**src/mts_ram.sv**
```systemverilog
module mts_ram #(
  parameter int WIDTH = 8,
  parameter int DEPTH = 64
) (
  input  logic                     clk,
  input  logic                     we,
  input  logic [$clog2(DEPTH)-1:0] waddr,
  input  logic [WIDTH-1:0]         wdata,
  input  logic [$clog2(DEPTH)-1:0] raddr,
  output logic [WIDTH-1:0]         rdata
);

  logic [WIDTH-1:0] mem [DEPTH];

  // single write port, registered read
  always_ff @(posedge clk) begin
    if (we) begin
      mem[waddr] <= wdata;
    end
    rdata <= mem[raddr];
  end

endmodule

```
**config.mk**
```make
export PLATFORM = sky130hd
export DESIGN_NAME = mts_ram
export DESIGN_NICKNAME = d
export VERILOG_FILES = /design/src/mts_ram.sv
export SDC_FILE = /design/constraint.sdc
export NUM_CORES = 1
export LEC_CHECK = 0
export CAP_MARGIN = 0
export CORE_MARGIN = 3
export CORE_UTILIZATION = 50
export CTS_CLUSTER_SIZE = 30
export DETAILED_ROUTE_END_ITERATION = 16
export DONT_BUFFER_PORTS = 1
export GPL_TIMING_DRIVEN = 0
export PLACE_DENSITY = 0.75
export REMOVE_ABC_BUFFERS = 1
export SETUP_SLACK_MARGIN = 0.5
export SYNTH_ARGS = -nofsm -noshare
export SYNTH_HDL_FRONTEND = slang
export SYNTH_SLANG_ARGS = --single-unit
export TNS_END_PERCENT = 30
```
**constraint.sdc**
```tcl
create_clock -name clk -period 4.6 [get_ports clk]
set_clock_uncertainty 0.1 [all_clocks]
set_input_delay 0 -clock clk [delete_from_list [all_inputs] [get_ports clk]]
set_output_delay 0 -clock clk [all_outputs]
set_load 0.01 [all_outputs]
```
Yosys cells after proc, flatten, opt, wreduce, memory -nomap -nowiden

Memories as Yosys holds them, arrays and structs flattened. A register that Yosys moved wholly into a read port is not among the register bits.
Index checks and enable logic that the tools add are counted.

Register bits: 0
Bits in writable memories: 512
Output and inout port bits: 8
Logic and storage cells: 3
Memories: 1

Memories:

| name | words | bits a word | rd ports | clocked after Yosys merged registers in | wr ports | RTL line | RTL |
|---|---|---|---|---|---|---|---|
| mem  | 64    | 8           | 1        | 1                                       | 1        | 13       | `logic [WIDTH-1:0] mem [DEPTH];` |

Mux-type cells: 2

Operator list:

| operator | number |
|---|---|
| $mux 1   | 2 |

Logic depth before layout (Yosys ltp)

Depth in word-level cells: 2
Gate-level depth with buffers: 9
Gate-level depth less buffers: 5

Worst setup path after synthesis

No wires, ideal clock.

Path kind: register to register
Start point: memory mem[29][4]
End point: register rdata[4] (read register of mem)
Setup time: 132 ps
Arrival: 1560 ps
Required time: 4368 ps
Setup slack: 2808 ps
Cell stages (with the launch flop): 6
Path buffers: 0
Cells stage by stage: edfxtp_1 mux4_2 mux2_2 o221a_2 nor3_1 o32ai_1

RTL lines:

| item            | RTL line | RTL |
|---|---|---|
| start, declared | 13       |  |
| end, declared   | 10       | `output logic [WIDTH-1:0] rdata` |

==> results.yml <==
cts:
  postCtsSetupBuffers: 0
  cts_tree: "yes"
  cts-htree-levels: 2
  clk-insertion-delay-late_ns: 0.58
  ctsLongestPathBuffers: 3
  root_buffer: "clkbuf_16"
  cts_buffers: 51
  clk_pin_slew_ns: 0.06
  clock_sinks: 520
sta:
  finalSetupTns_ns: 0
  finalSetupViolations: 0
  finalCritPeriodShare: 0.714
  rsz0062_at_grt: "false"
  slew_headroom: 0.241
  worst_slew_pin_slew_ns: 1.13
  fin_crit_ns: 3.28
  maxSlewViolCount: 0
  max_freq_mhz: 305
  finalHoldViolations: 0
setup_path:
  cp.arrival_ns: 3.62
  r2r_slack_ns: 1.32
  reg2reg_depth: 8
  cp_max_fo: 1
  critPathTopFamily: "buffers and inverters"
  slowest_stage: "dlygate4sd3_1"
  cp-start-kind: "register"
  path_class: "reg2reg"
  reg2reg_from: "mem[63][4]"
  crit_path_end_kind: "register"
  cp.required_ns: 4.94
  worstReg2RegEnd: "rdata[4]"
  cp_common_cell: "dlygate4sd3_1"
  path_cells: "mux4_2, mux2i_1, nand3_1, dlygate4sd3_1, nand3_1, dlygate4sd3_1, o32ai_1, dlygate4sd3_1"
  cpPeakStageDelay_ns: 0.63
  cp.buffers_inverters: 3
route:
  firstDrtPassIters: 7
  wire_per_inst_um: 27.7
  routed_wl_mm: 42.6
  vias: 9601
  drc: 0
  drtIter0Drc: 1037
  drtAntennaViolNets: 0
  routed_via_density: 6.25
floorplan:
  num_rows: 72
  ioPinCount: 30
  start_util: 0.513
  die_x_um: 207
  fp.dieH_um: 207
  core_mm2: 0.0393
  die-area_mm2: 0.0428
pwr:
  power_leakage_nw: 6.93
  ir_worst_vdd_mv: 0.340
  p_per_area_mw_per_mm2: 424
global_routing:
  grt_max_degree: 138
  antenna_found_initial: 1
  gr-total-overflow: 0
  grt_usage: 0.205
  grt_pass1_wl_mm: 63.5
  grt_pass1_vias: 9641
finish:
  drive_gt1_frac: 0.214
  diodes: 0
  num-fill-cells: 2809
  nets: 1000
  synthToLayoutAreaGrowth_pct: 11.9
  final_cell_area_mm2: 0.0226
place:
  dp_hpwl_mm: 23.1
  port_buffers: 0
  placed_area_mm2: 0.0205
  gp_congestion: 0.787
synth:
  yosysSeqAreaShare: 0.770
  synth_top_cell_by_area: "edfxtp_1"
  synthArstFlopShare: 0
  synthCells: 940
  yosysWarnings: 0
  synth.top_cell.area_share: 0.762
  avgSynthCellArea_um2: 21.5
  ys_seq_elements: 520
  synth_edf_count: 512
  synth_cell_types: 40
  synthTopCellsByCount: "edfxtp_1, mux4_2, nor2_1"
  synth_area_mm2: 0.0202
  synthFlopType: "edfxtp_1"
  synth_area_leaders: "edfxtp_1, mux4_2, nor2_1"
  yosysMostFrequentCell: "edfxtp_1"
flow_run:
  max_cap_violations: 0
outcome:
  status: "finished clean"
min_path:
  hold_depth: 2
  hold_path_class: "in2reg"
  holdCritStartpoint: "waddr[4]"
  holdPathEnd: "mem[61][7]"
worst register-to-register path: stages, from the launching register on:
cell	delay, ns
edfxtp_1	0.35
mux4_2	0.48
mux2i_1	0.15
nand3_1	0.09
dlygate4sd3_1	0.63
nand3_1	0.09
dlygate4sd3_1	0.56
o32ai_1	0.09
dlygate4sd3_1	0.63
cell families (layout without fill, tap and decap cells):
logic type,count (synthesis),after routing,share of synthesized area
simple gates,153,153,0.0339
mux,162,162,0.159
buf+inv,51,129,0.0157
compound gates,54,54,0.0207
flops,520,520,0.770
worst max path at each step:
stage                from        to  slack, ns  cells after the start
6_report       mem[63][4]  rdata[4]       1.32                      8
5_1_grt        mem[63][4]  rdata[4]       1.21                      8
4_1_cts        mem[63][4]  rdata[4]       1.30                      8
3_5_place_dp   mem[47][2]  rdata[2]       2.29                      4
3_3_place_gp   mem[46][0]  rdata[0]       2.35                      4
2_1_floorplan  mem[29][4]  rdata[4]       2.82                      5
sequential cells by signal, indices dropped and copies added (netlist names):
signal and flops:
mem 512, rdata 8
per-stage QoR:
step	cells	utilization	total power [mW]	hold slack (ns)	worst slack, ns
final	1536	0.575	9.57	0.0124	1.32
after global routing	1536	0.575	9.85	0.0270	1.21
after detailed placement	1407	0.522	5.63	0.00279	2.29
after global placement	1407	0.522	5.62	0.00422	2.35
after floorplan	889	-	5.56	-0.00113	2.82
after CTS	1536	0.575	9.62	0.00105	1.30
metal layers:
layer | global-route usage | up-vias | routed length (um)
met5 | 0 | - | 9
met4 | 0.0583 | 2 | 1190
met3 | 0.0417 | 96 | 4160
met2 | 0.324 | 515 | 20800
met1 | 0.295 | 4983 | 16500
li1 | - | 4005 | -
timing repair:
item	in CTS	in global routing
gates resized for setup	0	0
endpoints found under the hold margin	639	0
hold buffers	36	0
cells in the final DEF, fill, tap and decap left out, types with 8 or more instances in the layout:
master         count
mux2i_1           23
edfxtp_1         512
o22ai_1            8
dfxtp_1            8
nand3_1           13
nor2_1            83
mux2_2            13
clkinv_1           8
nand2_1           19
clkbuf_1          18
buf_16             8
nor2b_1           14
dlygate4sd3_1     27
o221ai_1           8
mux4_2           126
clkbuf_16         52
area by class of cell:
type	instances	area, um2	area share
sequential	520	15500	0.688
multi-input combinational	369	4320	0.191
clock buffer	71	1380	0.0613
tap	518	648	0.0287
timing repair buffer	36	510	0.0226
clock inverter	22	175	0.00776
report_power, final:
| part | leakage [nW] | switching, mW | internal (mW) |
|---|---|---|---|
| combinational | 1.50 | 0.216 | 0.191 |
| sequential | 4.67 | 0.0153 | 5.24 |
| clock | 0.758 | 1.69 | 2.21 |
Note: power is estimated with default switching activity, not from simulation.
