## src/mts_pkg.sv

```systemverilog
package mts_pkg;

  localparam int RING_DEPTH = 64;
  localparam int PTR_W = $clog2(RING_DEPTH);
  localparam int CNT_W = $clog2(RING_DEPTH + 1);

  localparam int TIME_W = 64;
  localparam int PRICE_W = 48;
  localparam int THR_W = 20;
  localparam int QTY_W = 32;
  localparam int LOOK_W = 40;
  localparam int ID_W = 32;

  // dividend |mid - ref| * 10000 fits in 62 bits, sign kept separately
  localparam int DIV_W = 62;
  localparam int DIV_CNT_W = $clog2(DIV_W + 1);
  localparam logic [13:0] BPS_SCALE = 14'd10000;

  localparam logic [1:0] REG_THRESHOLD = 2'd0;
  localparam logic [1:0] REG_QUANTITY = 2'd1;
  localparam logic [1:0] REG_LOOKBACK = 2'd2;

  localparam logic CMD_BOOK = 1'b0;
  localparam logic CMD_TRADE = 1'b1;

  localparam logic SIDE_BUY = 1'b0;
  localparam logic SIDE_SELL = 1'b1;

  // request to the divider and its result
  typedef struct packed {
    logic start;
    logic [DIV_W-1:0] dividend;
    logic [PRICE_W-1:0] divisor;
  } div_req_t;

  typedef struct packed {
    logic done;
    logic [DIV_W-1:0] quotient;
  } div_rsp_t;

endpackage

```

## src/mts_divider.sv

```systemverilog
module mts_divider import mts_pkg::*; (
  input  logic     clk,
  input  logic     rst,
  input  div_req_t req,
  output div_rsp_t rsp
);

  logic [DIV_W-1:0] quo;
  logic [PRICE_W:0] rem;
  logic [PRICE_W-1:0] dvs;
  logic [DIV_CNT_W-1:0] cnt;
  logic busy;
  logic done;
  logic [PRICE_W:0] trial;

  // one quotient bit per cycle, restoring
  always_comb begin
    trial = {rem[PRICE_W-1:0], quo[DIV_W-1]} - {1'b0, dvs};
  end

  always_ff @(posedge clk) begin
    if (rst) begin
      busy <= 1'b0;
      done <= 1'b0;
    end else begin
      done <= 1'b0;
      if (req.start) begin
        busy <= 1'b1;
        quo <= req.dividend;
        dvs <= req.divisor;
        rem <= '0;
        cnt <= DIV_CNT_W'(DIV_W);
      end else if (busy) begin
        if (!trial[PRICE_W]) begin
          rem <= trial;
          quo <= {quo[DIV_W-2:0], 1'b1};
        end else begin
          rem <= {rem[PRICE_W-1:0], quo[DIV_W-1]};
          quo <= {quo[DIV_W-2:0], 1'b0};
        end
        cnt <= cnt - 1'b1;
        if (cnt == DIV_CNT_W'(1)) begin
          busy <= 1'b0;
          done <= 1'b1;
        end
      end
    end
  end

  assign rsp = {done, quo};

endmodule
```

## config.mk

```make
export PLATFORM = sky130hd
export DESIGN_NAME = mts_divider
export DESIGN_NICKNAME = d
export VERILOG_FILES = /design/src/mts_pkg.sv /design/src/mts_divider.sv
export SDC_FILE = /design/constraint.sdc
export NUM_CORES = 1
export LEC_CHECK = 0
export ABC_AREA = 1
export BUFFER_PORTS_ARGS = -buffer_cell sky130_fd_sc_hd__buf_2
export CORE_MARGIN = 2
export CORE_UTILIZATION = 58
export DETAILED_ROUTE_END_ITERATION = 8
export GPL_ROUTABILITY_DRIVEN = 0
export HOLD_SLACK_MARGIN = 0.12
export PLACE_DENSITY = 0.85
export SLEW_MARGIN = 5
export SYNTH_ARGS = -nofsm -noshare
export SYNTH_HDL_FRONTEND = slang
export SYNTH_SLANG_ARGS = --single-unit
```

## constraint.sdc

```tcl
create_clock -name clk -period 10.1 [get_ports clk]
set_clock_uncertainty 0.2 [all_clocks]
set_input_delay 1.515 -clock clk [delete_from_list [all_inputs] [get_ports clk]]
set_output_delay 1.515 -clock clk [all_outputs]
set_load 0.01 [all_outputs]
```

# == After elaboration in Yosys (flattened, before gate mapping) ==
# Index checks and enable logic that the tools add are counted.
# op_classes
bitwise,2
addsub,2
eq_ne,1
muxes,10
n_reduce_logical,4
# ops
op,n
$mux W62,2
$mux W48,2
$sub A49 B48 Y49,1
$eq A6 B1 Y1 const B,1
$mux W6,1
$sub A6 B1 Y6 const B,1
$mux W1,5
$reduce_and A2 Y1,2
$reduce_or A3 Y1,1
$not A1 Y1,2
$reduce_bool A2 Y1,1
# word_totals
ff_bits,166
input_bits,113
output_inout_bits,63

# == Depth between registers and ports, before layout ==
# Gate-level depths: netlist of run 1.
# depth
word_depth,4
mapped_depth,19
depth_no_buf,17

# == Worst setup path after synthesis of run 1 ==
# No wires, ideal clock.
# synth_path
kind,input -> register
startpoint,in req[110] (netlist name)
endpoint,reg cnt[0] (enable)
cell_stages,4
slack_ns,1.672
t_arrival_ns,7.596
setup_time_ns,0.632
cell_sequence,clkbuf_1 -> clkinv_1 -> clkbuf_1 -> a21oi_1
# synth_via
elab_chain_len,2
# synth_lines
item,line,text
from (decl),mts_divider.sv:4,"input div_req_t req,"
$reduce_bool A2 Y1 (no source line),--,
$reduce_and A2 Y1 (no source line),--,
to (signal assigned),mts_divider.sv:32,cnt <= DIV_CNT_W'(DIV_W);
to (signal assigned),mts_divider.sv:41,cnt <= cnt - 1'b1;
to (decl),mts_divider.sv:11,logic [DIV_CNT_W-1:0] cnt;
# Every way passes these cells.
# A chain may end at the register's enable or synchronous reset.

# == Final worst setup path of run 1 ==
# layout_path
startpoint,in req[110] (netlist name)
endpoint,reg rem[15] (enable)
# layout_via
elab_chain_len,2
# layout_lines
item,line,text
$reduce_bool A2 Y1 (no source line),--,
$reduce_and A2 Y1 (no source line),--,
to (signal assigned),mts_divider.sv:35,rem <= trial;
to (signal assigned),mts_divider.sv:38,"rem <= {rem[PRICE_W-1:0], quo[DIV_W-1]};"
to (decl),mts_divider.sv:9,logic [PRICE_W:0] rem;
# Every way passes these cells.

==> results of run 1 <==
flip-flops by register name, summed over array words and instances, names as in the netlist:
name,count
rem,48
busy,1
cnt,6
done,1
quo,62
dvs,48
cells in the final DEF (no fill, tap or decap), drive strengths merged:
cell type / n
nand2: 698
inv: 324
nor2: 184
buf: 180
edfxtp: 164
ha: 50
nand3: 47
a21oi: 39
xor2: 27
clkbuf: 17
nand4: 11
nor3: 7
clkinv: 7
o21ai: 5
nor4: 4
o21bai: 3
xnor2: 3
dfxtp: 2
and2: 1
o21a: 1
or2: 1
fa: 1
logic make-up (layout without fill, tap and decap cells):
kind of cell / count (synthesis) / in the layout / synth area share
and+or+nand+nor: 953 / 953 / 0.332
buffers and inverters: 347 / 528 / 0.121
DFF: 166 / 166 / 0.443
adders and majority gates: 51 / 51 / 0.0576
AOI/OAI and AO/OA: 48 / 48 / 0.0223
xor gates and xnor gates: 30 / 30 / 0.0235
synth_stat cells:
cell and instances:
a21oi_1 39, and2_1 1, buf_1 1, buf_2 4
buf_4 1, buf_6 6, clkbuf_1 19, clkinv_1 1
dfxtp_1 2, edfxtp_1 164, fa_1 1, ha_1 50
inv_1 310, inv_2 5, nand2_1 693, nand2_2 5
nand3_1 46, nand3_2 1, nand4_1 11, nor2_1 176
nor2_2 8, nor3_1 7, nor4_1 4, o21a_1 1
o21ai_0 4, o21ai_1 1, o21bai_1 3, or2_0 1
xnor2_1 3, xor2_1 27
power by group through the flow:
stage | sequential [uW] | clock (uW) | combinational [uW]
global placement | 871 | 0 | 558
detailed placement | 871 | 0 | 575
CTS | 857 | 706 | 582
finish | 858 | 697 | 591
floorplan | 878 | 0 | 423
global route | 863 | 734 | 672
area by class of cell:
class                   count  area [um2]
fillers                  1559        5900
flip-flops and latches    166        4960
inverters                 316        1190
clock buffers              17         425
well taps                 260         325
multi-input cells        1082        4900
clock inverters            15         211
repair buffers            180         913
through the flow:
stage                     worst slack, ns  total power [uW]  area [um2]  hold WS (ns)  utilization
after detailed placement             5.59              1450       12300         0.305        0.653
after global placement               5.73              1430       12300         0.295        0.653
after CTS                            6.07              2140       12900         0.311        0.687
after global routing                 5.94              2270       12900         0.338        0.687
final                                6.11              2150       12900         0.316        0.687
after floorplan                      1.67              1300       11200         0.221            -
path summary, 6_finish.rpt:
path	from	end	slack [ns]	cells after the start
max reg2reg	quo[61]$_DFFE_PP_	rem[35]$_SDFFCE_PP0P_	6.52	17
min	busy$_SDFF_PP0_	done$_SDFF_PP0_	0.32	2
min reg2reg	busy$_SDFF_PP0_	done$_SDFF_PP0_	0.32	2
max	req[110]	rem[15]$_SDFFCE_PP0P_	6.11	4
tightest hold or removal path: stages, from the launching register on:
cell	delay (ns)
dfxtp_1	0.31
inv_1	0.10
nor4_1	0.07
metal layers:
layer  GRT usage  vias up  wire, um
met1       0.371     4555     11400
met2       0.461      500     12900
met3      0.0630       75      2760
li1            -     5169         -
met4       0.125        0       963
met5           0        -         0
==> metrics.cfg, run 1 <==
[global_route]
grtUsageTotal=0.286
grt_pass1_wl_um=45700
grt_max_degree=97
antenna_found_initial=0
grt_pass1_vias=9717
overflow=0

[die]
fp-row-count=50
start_util=0.595
io_pins=176
die_h_um=143
die_area_um2=20400
core_area_um2=18800
die_w_um=143

[logic_synthesis]
yosysTopAreaCell=edfxtp_1
ys_ff_latch=166
yosysWarnings=0
synth_cell_types=30
ys_seq_area_frac=0.443
syn-instance-count=1595
netlist_area_um2=11200
netlist_top_cells_area=edfxtp_1, nand2_1, inv_1, nor2_1, ha_1
syn_nets=1759
synth_top_area_share=0.440
avgSynthCellArea_um2=7.02

[sta]
timing.final.crit_share=0.395
grt_setup_unrepaired=no
slew_violations=0
setup_viol=0
slew_headroom=0.177
fin_tns_setup_ns=0
tightest_slew_ns=1.23
period_minus_slack_ns=3.99
fmax_ghz=0.251
report.final.hold_viol_count=0

[detailed_routing]
wl_per_cell_um=13.8
viasPerCell=5.06
drt.antenna.violating_nets=0
vias=10300
first_iter_violations=960
routed_wl_um=28000
drtPass1Iterations=6
drc=0

[layout]
final_cells=2036
area_delta_synth_final_pct=15.4
nets=1927
drive_above_1_share=0.132
n_antenna_cell=0

[setup_path]
crit_chain=buf_2 > clkinv_2 > a21oi_4 > buf_4
slowest_delay_ns=1.05
cpMaxStageDelayCell=buf_4
worstSetupPathType=in2reg
worstPathMaxFanout=96
start_kind=input pin
cp_top_family=buffers and inverters
cp.required_ns=9.96
cp_data_arrival_time_ns=3.85
cp_num_buf_inv=3
endpoint_kind=flop

[clocking]
cts_max_level=4
clockBufferDepth=2
cts_buffers=17
root_buffer=clkbuf_16
cts_setup_buffers=0
clk_pin_slew_ns=0.08
cts_tree=yes
postCtsHoldBufs=0
insertion_delay_ns=0.46
cts.sinks=166
cts-resized-gates=0

[power]
p_per_area_nw_per_um2=166
intPower_uw=1370
seqPwrFrac=0.400
netSwitchingPower_uw=772
swShare=0.360
p_comb_frac=0.275
p_leak_uw=0.00702
ir_drop_uv=120
clkPwrFrac=0.325

[place]
numPortBuffers=175
placed_cells=2004
hpwlAfterDp_um=20800

[run_status]
outcome=finished clean

[min_path]
hp-class=reg2reg

[flow_run]
max_cap_violations=0

Note: power is estimated with default switching activity, not from simulation.
==> run 2, diff against run 1 <==
==> constraint.sdc (replaced) <==
create_clock -name clk -period 4.1 [get_ports clk]
set_clock_uncertainty 0.2 [all_clocks]
set_input_delay 0.615 -clock clk [delete_from_list [all_inputs] [get_ports clk]]
set_output_delay 0.615 -clock clk [all_outputs]
set_load 0.01 [all_outputs]
==> run 2 against run 1 <==
Effect of this change:
- sequential share of layout area shrank 0.052 points
- hold slack worse by 0.17 ns
- clock power up 130%
- worst setup slack lost 5.3 ns
- non-clock buffer count is 3 higher
- sequential cell count unchanged
- first-iteration DRC count grew 11%
- clock-buffer cell count did not move
- final area is 0.14% higher
- highest routed layer unchanged
==> metrics.cfg, run 2 (synthesized netlist as in run 1, its figures left out) <==
[clocking]
cts.sinks=166  ; unchanged
cts_buffers=17  ; unchanged
insertion_delay_ns=0.44  ; -0.02 ns
clk_pin_slew_ns=0.08  ; about the same
cts-resized-gates=0  ; unchanged
clockBufferDepth=2  ; unchanged
cts_setup_buffers=0  ; unchanged
postCtsHoldBufs=0  ; unchanged
cts_tree=yes
cts_max_level=4  ; unchanged
root_buffer=clkbuf_16

[setup_path]
crit_path_frequent_cell=nand2_1
rr_startpoint=quo[61]$_DFFE_PP_
cp_top_family=simple AND/OR/NAND/NOR gates
worstSetupPathType=reg2reg
cpMaxStageDelayCell=nand2_2
worstPathMaxFanout=36  ; -63%
crit_chain=inv_1 > ha_1 > fa_1 > inv_1 > nand2_1 > nand2_1 > nand3_1 > nand2_2 > nand2_1 > nand2_2 > nand2_2 > nand3_2 > nand2_1 > nand2_2 > buf_12 > nand2_1 > nand2_1 > nor2_1
endpoint_kind=flop
start_kind=flop
cp.required_ns=4.09  ; -5.87 ns
crit_start=quo[61]$_DFFE_PP_
cp_num_buf_inv=3  ; unchanged
cp_data_arrival_time_ns=3.32  ; -0.53 ns
slowest_delay_ns=0.46  ; -0.59 ns

[power]
p_leak_uw=0.00703  ; about the same
p_per_area_nw_per_um2=402  ; +140%
ir_drop_uv=309  ; +160%

[place]
numPortBuffers=175  ; unchanged
hpwlAfterDp_um=21000  ; +1.2%

[die]
die_area_um2=20400  ; unchanged
io_pins=176  ; unchanged
die_h_um=143  ; unchanged
core_area_um2=18800  ; unchanged
start_util=0.595  ; unchanged
die_w_um=143  ; unchanged
fp-row-count=50  ; unchanged

[global_route]
grt_max_degree=112  ; +15%
grt_pass1_vias=9898  ; +1.9%
grt_pass1_wl_um=46100  ; +0.79%
overflow=0  ; unchanged
antenna_found_initial=0  ; unchanged
grtUsageTotal=0.287  ; +0.00127

[sta]
tightest_slew_ns=1.17  ; -0.0647 ns
slew_headroom=0.220  ; +0.0431
slew_violations=0  ; unchanged
setup_viol=0  ; unchanged
fmax_ghz=0.301
period_minus_slack_ns=3.32
hold_slack_ns=0.144  ; -0.172 ns
timing.final.crit_share=0.811
report.final.hold_viol_count=0  ; unchanged
fin_tns_setup_ns=0  ; unchanged
grt_setup_unrepaired=no

[detailed_routing]
wl_per_cell_um=13.8  ; +0.12%
viasPerCell=5.04  ; -0.28%
drtPass1Iterations=8  ; +2
first_iter_violations=1063  ; +11%
drc=0  ; unchanged
drt.antenna.violating_nets=0  ; unchanged
vias=10300  ; -0.14%
routed_wl_um=28100  ; +0.27%

[layout]
area_delta_synth_final_pct=15.6
top_register=quo
largest_reg_flops=62  ; unchanged
top_regs=quo (62), dvs (48), rem (48)
mostFrequentLayoutCells=nand2_1, inv_1, nor2_1, buf_2, edfxtp_1
layout_commonest_cell=nand2_1
nets=1930  ; +0.16%
drive_above_1_share=0.134  ; +0.00146
ff_latch_area_um2=4960  ; unchanged
fill_cells=1593  ; +2.2%
multiInputGateArea_um2=4900  ; unchanged
n_antenna_cell=0  ; unchanged

[min_path]
hp-class=in2reg
hold_start=req[13]

[run_status]
outcome=finished clean

[flow_run]
max_cap_violations=0  ; unchanged

run 2: path summary, 6_finish.rpt:
path                                             end  slack, ns  cells after the start
worst max register to register  rem[3]$_SDFFCE_PP0P_       0.78                     18
worst max-delay path            rem[3]$_SDFFCE_PP0P_       0.78                     18
worst min register to register       done$_SDFF_PP0_       0.33                      2
worst min-delay path               dvs[13]$_DFFE_PP_       0.14                      1
run 2: report_power, final:
part / total (uW) / leakage [uW] / switching [uW] / internal (uW)
clock: 1620 / 0.000289 / 796 / 826
combinational: 1470 / 0.00515 / 976 / 494
sequential: 2110 / 0.00158 / 66.0 / 2040
run 2: layout make-up:
class,count,area share
clock buffer,17,0.0329
clock inverter,15,0.0140
inverter,316,0.0917
multi-input combinational,1082,0.379
sequential,166,0.383
tap,260,0.0251
timing repair buffer,183,0.0742
run 2: layer usage:
| layer | track usage | wire length [um] |
|---|---|---|
| met5 | 0 | 0 |
| met4 | 0.134 | 1190 |
| met3 | 0.0627 | 2350 |
| met2 | 0.473 | 12900 |
| met1 | 0.360 | 11700 |
run 2: stage by stage:
step                      cells   util  total power (uW)  setup slack (ns)  area, um2
final                      2039  0.688              5200             0.777      12900
after detailed placement   2007  0.655              3570             0.848      12300
after CTS                  2039  0.688              5190             0.815      12900
after global routing       2039  0.688              5490             0.539      12900
after global placement     2007  0.655              3540              1.00      12300
after floorplan            1595      -              3200             0.212      11200
